`src/rtl/assert_macros.svh`:
```
// Assertion macros for the RTL files; serial_command_frame_builder includes them.
// Depends on clk and rst_n being visible at the point of use.
`ifndef ASSERT_MACROS_SVH
`define ASSERT_MACROS_SVH

// same-cycle implication
`define ASSERT_IMPL(lbl, ante, cons, msg) \
  lbl: assert property (@(posedge clk) disable iff (!rst_n) (ante) |-> (cons)) else $error(msg);

// next-cycle implication
`define ASSERT_NEXT(lbl, ante, cons, msg) \
  lbl: assert property (@(posedge clk) disable iff (!rst_n) (ante) |=> (cons)) else $error(msg);

`endif

```
`src/rtl/scfb_pkg.sv`:
```
// Package for the serial command frame builder: widths, constants, beat types.
// No dependencies.
package scfb_pkg;

  localparam int MAX_DATA_DEF = 16;
  localparam int ADDR_W       = 5;
  localparam int COUNT_W      = 5;
  localparam int BYTE_W       = 8;

  localparam logic [COUNT_W-1:0] LONG_FORM_LIMIT = 5'd6;
  localparam logic [2:0]         LONG_FORM_CODE  = 3'd7;
  localparam logic [ADDR_W-1:0]  ADDR_RESET      = 5'd1;

  typedef struct packed {
    logic [BYTE_W-1:0]  command_code;
    logic [COUNT_W-1:0] data_count;
    logic [31:0]        data_value;
  } scfb_in_t;

  typedef struct packed {
    logic [BYTE_W-1:0] frame_byte;
    logic              last_byte;
  } scfb_out_t;

  typedef struct packed {
    logic      valid;
    scfb_out_t beat;
  } scfb_cell_t;

endpackage

```
`src/rtl/scfb_cell.sv`:
```
// One stage of the frame shift chain: holds one frame byte and its flags.
// Depends on scfb_pkg.
module scfb_cell (
  input  logic                clk,
  input  logic                rst_n,
  input  logic                load,
  input  logic                shift,
  input  scfb_pkg::scfb_cell_t load_data,
  input  scfb_pkg::scfb_cell_t next_data,
  output scfb_pkg::scfb_cell_t cell_data
);
  import scfb_pkg::*;

  logic      valid_r, valid_nxt;
  scfb_out_t beat_r, beat_nxt;

  always_comb begin
    valid_nxt = valid_r;
    beat_nxt  = beat_r;
    if (load) begin
      valid_nxt = load_data.valid;
      beat_nxt  = load_data.beat;
    end else if (shift) begin
      valid_nxt = next_data.valid;
      beat_nxt  = next_data.beat;
    end
  end

  always_ff @(posedge clk) begin
    if (!rst_n) begin
      valid_r <= 1'b0;
    end else begin
      valid_r <= valid_nxt;
    end
  end

  always_ff @(posedge clk) begin
    beat_r <= beat_nxt;
  end

  assign cell_data.valid = valid_r;
  assign cell_data.beat  = beat_r;

endmodule

```
`config.mk`:
```
export PLATFORM = sky130hd
export DESIGN_NAME = scfb_cell
export DESIGN_NICKNAME = d
export VERILOG_FILES = /design/src/rtl/assert_macros.svh /design/src/rtl/scfb_pkg.sv /design/src/rtl/scfb_cell.sv
export SDC_FILE = /design/constraint.sdc
export NUM_CORES = 1
export LEC_CHECK = 0
export ABC_AREA = 1
export BUFFER_PORTS_ARGS = -buffer_cell sky130_fd_sc_hd__buf_4
export CAP_MARGIN = 20
export CORE_UTILIZATION = 33
export DETAILED_ROUTE_END_ITERATION = 7
export PLACE_DENSITY = 0.7
export SYNTH_ARGS = -nofsm -noshare
export SYNTH_HDL_FRONTEND = slang
export SYNTH_SLANG_ARGS = --single-unit
```
`constraint.sdc`:
```
create_clock -name clk -period 0.8 [get_ports clk]
set_input_delay 0.04 -clock clk [delete_from_list [all_inputs] [get_ports clk]]
set_output_delay 0.04 -clock clk [all_outputs]
set_load 0.03 [all_outputs]
```
==> results of run 1 <==
[stage by stage]
stage           util  TNS (ns)  instances
2_1_floorplan      -         0         48
6_report       0.613    -0.290        101
5_1_grt        0.613    -0.653        101
4_1_cts        0.612    -0.417        101
3_3_place_gp   0.555         0         96
3_5_place_dp   0.555         0         96
[worst min-delay path by stage]
stage / start / slack (ns) / end
2_1_floorplan: rst_n / 0.14 / valid_r
3_3_place_gp: rst_n / 0.24 / valid_r
3_5_place_dp: rst_n / 0.23 / valid_r
4_1_cts: next_data[6] / 0.03 / cell_data[6]
5_1_grt: next_data[6] / 0.03 / cell_data[6]
6_report: next_data[6] / 0.04 / cell_data[6]
[kinds of logic (layout without fill, tap and decap cells)]
family                 after synthesis  in the layout  share of synthesized area
and+or+nand+nor                     33             33                      0.302
DFF                                 10             10                      0.632
buffers and inverters                5             43                     0.0654
[power by group]
group / switching (W) / internal (W) / total (W)
sequential: 0.0000246 / 0.000634 / 0.000659
clock: 0.000171 / 0.000180 / 0.000351
combinational: 0.000194 / 0.000200 / 0.000395
[repair_timing]
action	in CTS	in global routing
resized for setup	10	1
hold endpoints to repair	1	0
setup endpoints to repair	10	10
hold buffers	1	0
buffers inserted	0	0
[registers in the layout (all words and copies together), names as in the netlist]
signal	count
cell_data	9
valid_r	1
[final cells by class]
cell class,count,area [um2]
multi-input cells,33,139
well taps,15,18.8
flip-flops and latches,10,292
clock inverters,1,3.75
inverters,3,11.3
fillers,125,504
repair buffers,36,310
clock buffers,3,22.5
[routing by layer]
metal	vias to the layer above	share of wire	GRT usage
met4	0	0.014	0.129
met3	2	0.076	0.0909
met1	179	0.37	0.152
li1	226	-	-
met2	22	0.54	0.271
met5	-	0	0
[synth_stat cells]
master    count  area [um2]
nand3_2       2        20.0
buf_4         1        7.51
nand2_1      29         109
buf_6         1        11.3
nor2_1        1        3.75
nand2_2       1        6.26
inv_1         2        7.51
edfxtp_1      9         270
inv_2         1        3.75
dfxtp_1       1        20.0
==> metrics.md, run 1 <==
| Metric | Value |
|---|---|
| Status | finished with violations |
| Violated checks | setup timing |
| Mapped cell area | 459 um2 |
| Worst hold path class | in -> reg |
| Worst path required time | 0.76 ns |
| Crit Path Class | reg -> out |
| Number of I/O port buffers | 33 |
| Clk root buf | clkbuf_4 |
| # setup viols final | 9 |
| Maximum clock rate | 1.18 GHz |
| Initial antenna violation count | 0 |
| Crit path to | cell_data[2] |
| Grt ovf | 0 |
| Critical path arrival | 0.81 ns |
| Skew-Pair Late Insertion Delay | 0.26 ns |
| Static Leak | 0.414 nW |
| Via count | 429 |
| Minimum clock period | 0.847 ns |
| Final #Nets | 111 |
| DRC violations left | 0 |
| Most frequent cells in the layout | nand2_1 (29), buf_4 (25), buf_6 (10) |
| CP Cell Sequence | buf_6 |
| Num rows | 13 |
| Fin worst setup slack | -0.0467 ns |
| Share of layout cells above drive strength 1 | 0.500 |
| Part of the Yosys area used for sequential elements | 0.632 |
| H-tree lvl count | 1 |
| Detailed Route WL | 951 um |
| Final hold vios | 0 |
| Critical path buffers and inverters | 1 |
| Hold depth | 3 |
| First-pass GRT wire length | 1.51 mm |
| I/O pin count | 34 |
| Pwr/cell area | 1760 nW/um2 |
| Worst-Margin Slew | 0.328 ns |
| Die ar. | 1540 um2 |
| RR Startpoint | valid_r |
| Max-cap violations | 0 |
| Design Area, Final | 797 um2 |
| Routed wire per std cell | 9.42 um |
| Max Slew Vio Count | 0 |
| RR Endpoint | valid_r |
| GPL Wtd Cong | 0.700 |
| Syn_nets | 72 |
| Clock Path Buffers | 2 |
| Total power | 0.00140 W |
| Largest net degree at the start of global routing | 11 |
| Startpoint class of the critical path | flop |
| Drt pass-1 iters | 3 |
| Core ar. | 1300 um2 |
| Area delta synth->final | 73.6% |
| CP max stage delay | 0.39 ns |
| Register bit total from synthesis | 10 |
| Post-Synthesis Cells | 48 |
| Ant diodes | 0 |
| Post-DP HPWL | 722 um |
| Layout Skew | 0 ns |
| WP depth | 1 |
| WHS | 0.0387 ns |
| RSZ-0062 raised after global routing | yes |
| Commonest non-fill, non-tap cell in the layout | nand2_1 |
| Initial core utilization | 0.353 |
| Yosys warns | 0 |
| Mean Syn Cell Area | 9.57 um2 |
| Pre-CTS WS | 0.00503 ns |
| Initial DRC Count | 3 |
| Via density | 4.25 |
| Die outline width | 39.3 um |
| Reg clk slew, reported paths | 0.06 ns |
| CTS Buf Count | 3 |
| Slowest-stage cell, CP | edfxtp_1 |
| Area post-placement | 722 um2 |
| CTS Sinks | 10 |
| CP Max Fanout | 1 |
| Worst slew margin | 0.781 |
| Crit path max-delay family | flip-flops |
| CP endpoint kind | primary output |
| Max VDD drop | 1.01 mV |
| Distinct cells, synth | 10 |
| CTS tree | yes |
| Critical Path Source | cell_data[2] |
| Crit share post-route | 1.06 |
| R2R Setup Slk | 0.16 ns |
| Reg2reg path depth | 4 |
| Vias in the first global route | 384 |
| Die Ht | 39.3 um |
| Post-DRT Antenna Nets | 0 |
| GRT Total Usage | 0.166 |
(Power assumes the default switching activity.)
==> run 2, diff against run 1 <==
RECOVER_POWER = 50   (was not set)
==> run 2 against run 1 <==
- the run still ends with setup timing left
- sequential power barely moved
- cell count did not move
- first-iteration DRC count did not move
- clock skew did not move
- worst hold slack barely moved
- via count fell by 0.23%
- clock-buffer cell count did not move
- wire length rose by 0.21%
- cell area fell by 0.94%
- die area did not move
- largest cell class unchanged
- sequential share of layout area rose by 0.35 points
==> metrics.md, run 2 (synthesis results as in run 1) <==
| Metric | Value |
|---|---|
| Initial DRC Count | 3 |
| RR Startpoint | valid_r |
| GRT Total Usage | 0.166 |
| Max-cap violations | 0 |
| Commonest non-fill, non-tap cell in the layout | nand2_1 |
| Die outline width | 39.3 um |
| CP Cell Sequence | buf_6 |
| CTS Sinks | 10 |
| Pwr/cell area | 1770 nW/um2 |
| Die ar. | 1540 um2 |
| Slowest-stage cell, CP | edfxtp_1 |
| Reg2reg path depth | 4 |
| Static Leak | 0.408 nW |
| Internal power | 0.00101 W |
| GPL Wtd Cong | 0.700 |
| Drt pass-1 iters | 3 |
| CP endpoint kind | primary output |
| DRC violations left | 0 |
| I/O pin count | 34 |
| CP max stage delay | 0.39 ns |
| Share of layout cells above drive strength 1 | 0.465 |
| RR Endpoint | valid_r |
| Reg clk slew, reported paths | 0.06 ns |
| Clock power frac | 0.251 |
| Die Ht | 39.3 um |
| Crit Path Class | reg -> out |
| Worst hold path class | in -> reg |
| CTS tree | yes |
| Crit path max-delay family | flip-flops |
| Most frequent cells in the layout | nand2_1 (29), buf_4 (23), buf_6 (10) |
| # setup viols final | 9 |
| CP Max Fanout | 1 |
| Startpoint class of the critical path | flop |
| R2R Setup Slk | 0.16 ns |
| Layout Skew | 0 ns |
| Ant diodes | 0 |
| Detailed Route WL | 953 um |
| Flop pwr share | 0.471 |
| Hold depth | 3 |
| RSZ-0062 raised after global routing | yes |
| Switch Pwr | 0.000389 W |
| Vias in the first global route | 384 |
| H-tree lvl count | 1 |
| Via count | 428 |
| Status | finished with violations |
| Post-DRT Antenna Nets | 0 |
| Via density | 4.24 |
| First-pass GRT wire length | 1.51 mm |
| Fin worst setup slack | -0.0467 ns |
| Worst path required time | 0.76 ns |
| CTS Buf Count | 3 |
| Max Slew Vio Count | 0 |
| WHS | 0.0387 ns |
| Final hold vios | 0 |
| Worst slew margin | 0.782 |
| Post-DP HPWL | 722 um |
| Core ar. | 1300 um2 |
| Minimum clock period | 0.847 ns |
| Pre-CTS WS | 0.00503 ns |
| Skew-Pair Late Insertion Delay | 0.26 ns |
| Violated checks | setup timing |
| Crit share post-route | 1.06 |
| Number of I/O port buffers | 33 |
| HP Start | next_data[6] |
| Maximum clock rate | 1.18 GHz |
| Worst Hold End | cell_data[6] |
| Worst-Margin Slew | 0.327 ns |
| Critical path buffers and inverters | 1 |
| Routed wire per std cell | 9.44 um |
| Critical path arrival | 0.81 ns |
| Grt ovf | 0 |
| Initial core utilization | 0.353 |
| Layout Utilization | 0.607 |
| Total power | 0.00140 W |
| Num rows | 13 |
| Clock Path Buffers | 2 |
| Sw Share | 0.278 |
| Combinational power share | 0.278 |
| Final #Nets | 111 |
| Clk root buf | clkbuf_4 |
| Initial antenna violation count | 0 |
| Area delta synth->final | 71.9% |
| Number of flip-flops in the largest register | 9 |
| Max VDD drop | 1.01 mV |
| Largest net degree at the start of global routing | 11 |
run 2: cell types whose count changed in the layout (fill, tap and decap cells not counted):
cell	delta
inv_1	+1
clkbuf_1	+2
inv_2	-1
buf_4	-2
run 2: cell type report:
class,count,area (um2)
multi-input cells,33,139
clock inverters,1,3.75
well taps,15,18.8
repair buffers,36,303
fillers,126,512
flip-flops and latches,10,292
clock buffers,3,22.5
inverters,3,11.3
run 2: power by group through the flow:
| stage | clock network (W) | logic, W | registers (W) |
|---|---|---|---|
| floorplan | 0 | 0.0000757 | 0.000767 |
| global placement | 0 | 0.000358 | 0.000659 |
| detailed placement | 0 | 0.000360 | 0.000659 |
| CTS | 0.000365 | 0.000396 | 0.000660 |
| global route | 0.000395 | 0.000421 | 0.000663 |
| finish | 0.000351 | 0.000389 | 0.000659 |
run 2: layer usage:
| metal | vias up | global-route usage | share of wire |
|---|---|---|---|
| li1 | 226 | - | - |
| met1 | 178 | 0.152 | 0.37 |
| met2 | 22 | 0.271 | 0.54 |
| met3 | 2 | 0.0909 | 0.077 |
| met4 | 0 | 0.129 | 0.014 |
| met5 | - | 0 | 0 |
run 2: worst max-delay path by stage:
| stage | startpoint | endpoint | cells past startpoint |
|---|---|---|---|
| finish | cell_data[2] | cell_data[2] | 1 |
| global placement | load | valid_r | 7 |
| detailed placement | load | cell_data[1] | 3 |
| floorplan | load | cell_data[0] | 2 |
| CTS | cell_data[2] | cell_data[2] | 1 |
| global route | cell_data[2] | cell_data[2] | 1 |
run 2: repair_timing:
item                                   in CTS  in global routing
setup endpoints to repair                  10                 10
setup buffers                               0                  0
pin swaps                                   0                  0
hold buffers                                1                  0
resized for setup                          10                  1
endpoints found under the hold margin       1                  0
run 2: stage by stage:
stage               setup TNS, ns  instances  cell area, um2
global route               -0.917        101             790
floorplan                       0         48             459
global placement                0         96             722
detailed placement              0         96             722
finish                     -0.290        101             790
CTS                        -0.417        101             796
==> run 3, diff against run 2 <==
CAP_MARGIN = not set   (was 20)
CELL_PAD_IN_SITES_DETAIL_PLACEMENT = 0   (was not set)
CELL_PAD_IN_SITES_GLOBAL_PLACEMENT = 2   (was not set)
CORE_ASPECT_RATIO = 0.6   (was not set)
CORE_UTILIZATION = 17   (was 33)
PLACE_DENSITY = not set   (was 0.7)
PLACE_DENSITY_LB_ADDON = 0.1   (was not set)
==> run 3 against run 2 <==
- the run still ends with setup timing left
- combinational power is essentially flat
- via count down 6.5%
- first-iteration DRC count rose to 18 times the previous value
- total power increased by 12%
- register-to-register slack gained 0.02 ns
==> metrics.md, run 3 (synthesis results as in run 1) <==
| Metric | Value |
|---|---|
| Violated checks | setup timing |
| Hold depth | 3 |
| Flop pwr share | 0.423 |
| Worst path required time | 0.76 ns |
| Clock Path Buffers | 2 |
| Vias in the first global route | 410 |
| Detailed Route WL | 1.03 mm |
| CP Cell Sequence | buf_6 |
| I/O pin count | 34 |
| Max-cap violations | 0 |
| Switch Pwr | 0.000399 W |
| Combinational power share | 0.248 |
| Initial antenna violation count | 0 |
| Crit Path Class | reg -> out |
| CTS Sinks | 10 |
| Final #Nets | 111 |
| Ant diodes | 0 |
| Reg clk slew, reported paths | 0.04 ns |
| Worst-Margin Slew | 0.354 ns |
| CP Max Fanout | 1 |
| Critical path buffers and inverters | 1 |
| Initial DRC Count | 53 |
| Slowest-stage cell, CP | edfxtp_1 |
| RSZ-0062 raised after global routing | yes |
| Pre-CTS WS | -0.0224 ns |
| Num rows | 14 |
| Core ar. | 2540 um2 |
| R2R Setup Slk | 0.18 ns |
| CP max stage delay | 0.39 ns |
| Drt pass-1 iters | 4 |
| Pwr/cell area | 1900 nW/um2 |
| CP endpoint kind | primary output |
| GRT Total Usage | 0.0804 |
| Total power | 0.00156 W |
| Layout Utilization | 0.325 |
| Number of flip-flops in the largest register | 9 |
| Initial core utilization | 0.181 |
| Startpoint class of the critical path | flop |
| CTS tree | yes |
| Post-DP HPWL | 818 um |
| First-pass GRT wire length | 1.71 mm |
| Area delta synth->final | 79.6% |
| Crit path max-delay family | flip-flops |
| Number of I/O port buffers | 33 |
| GPL Wtd Cong | 0.668 |
| Most frequent cells in the layout | nand2_1 (29), buf_4 (24), edfxtp_1 (9), buf_6 (9) |
| # setup viols final | 2 |
| Minimum clock period | 0.813 ns |
| Clk root buf | clkbuf_8 |
| Area post-placement | 743 um2 |
| Design Area, Final | 825 um2 |
| Static Leak | 0.414 nW |
| Critical Path Source | cell_data[3] |
| Die ar. | 2920 um2 |
| Largest net degree at the start of global routing | 11 |
| Die outline width | 69.1 um |
| Crit share post-route | 1.02 |
| RR Startpoint | valid_r |
| RR Endpoint | valid_r |
| Layout Skew | 0 ns |
| Critical path arrival | 0.77 ns |
| Max VDD drop | 0.447 mV |
| Sw Share | 0.255 |
| Worst hold path class | in -> reg |
| H-tree lvl count | 1 |
| Final hold vios | 0 |
| Commonest non-fill, non-tap cell in the layout | nand2_1 |
| Grt ovf | 0 |
| Reg2reg path depth | 4 |
| Status | finished with violations |
| Maximum clock rate | 1.23 GHz |
| Internal power | 0.00116 W |
| Post-DRT Antenna Nets | 0 |
| DRC violations left | 0 |
| CTS Buf Count | 3 |
| Skew-Pair Late Insertion Delay | 0.23 ns |
| HP Start | next_data[6] |
| Routed wire per std cell | 8.70 um |
| Worst Hold End | cell_data[6] |
| Clock power frac | 0.329 |
| Share of layout cells above drive strength 1 | 0.453 |
| Max Slew Vio Count | 0 |
| Fin worst setup slack | -0.0125 ns |
| Via count | 400 |
| Worst slew margin | 0.764 |
| Via density | 3.39 |
| Die Ht | 42.3 um |
| Post-CTS Setup Bufs | 0 |
==> run 3: cell counts in the layout (fill, tap and decap cells not counted) <==
Identical to the previous run, type by type.
==> run 3: through the flow <==
step,std cells,TNS [ns],hold slack [ns]
after floorplan,48,0,0.138
after global placement,113,-0.00193,0.224
after detailed placement,113,-0.199,0.232
after CTS,118,-0.100,0.0666
after global routing,118,-0.267,0.0680
final,118,-0.0180,0.0720
==> run 3: layout make-up <==
type                    instances  area, um2
multi-input cells              33        139
repair buffers                 36        299
flip-flops and latches         10        290
clock buffers                   3       41.3
inverters                       3       11.3
fillers                       271       1720
well taps                      32       40.0
clock inverters                 1       3.75
==> run 3: how the worst max path moves through the flow <==
stage / cells past startpoint / to
after floorplan: 2 / cell_data[0]
after global placement: 3 / cell_data[8]
after detailed placement: 3 / cell_data[8]
after CTS: 1 / cell_data[2]
after global routing: 1 / cell_data[2]
final: 1 / cell_data[3]
==> run 3: per-layer routing <==
| metal | routed length [um] | global-route usage | up-vias |
|---|---|---|---|
| li1 | - | - | 226 |
| met1 | 489 | 0.0967 | 155 |
| met2 | 446 | 0.115 | 17 |
| met3 | 72 | 0.0409 | 2 |
| met4 | 19 | 0.0490 | 0 |
| met5 | 0 | 0 | - |
==> run 3: timing repair <==
item	CTS	global route
hold buffers	1	0
hold endpoints to repair	1	0
endpoints found under the setup margin	9	9
gates resized for setup	9	0
==> run 3: power groups by stage <==
| stage | clock, W | sequential [W] | combinational, W |
|---|---|---|---|
| floorplan | 0 | 0.000767 | 0.0000757 |
| global placement | 0 | 0.000662 | 0.000367 |
| detailed placement | 0 | 0.000662 | 0.000364 |
| CTS | 0.000536 | 0.000663 | 0.000398 |
| global route | 0.000572 | 0.000666 | 0.000413 |
| finish | 0.000514 | 0.000661 | 0.000388 |
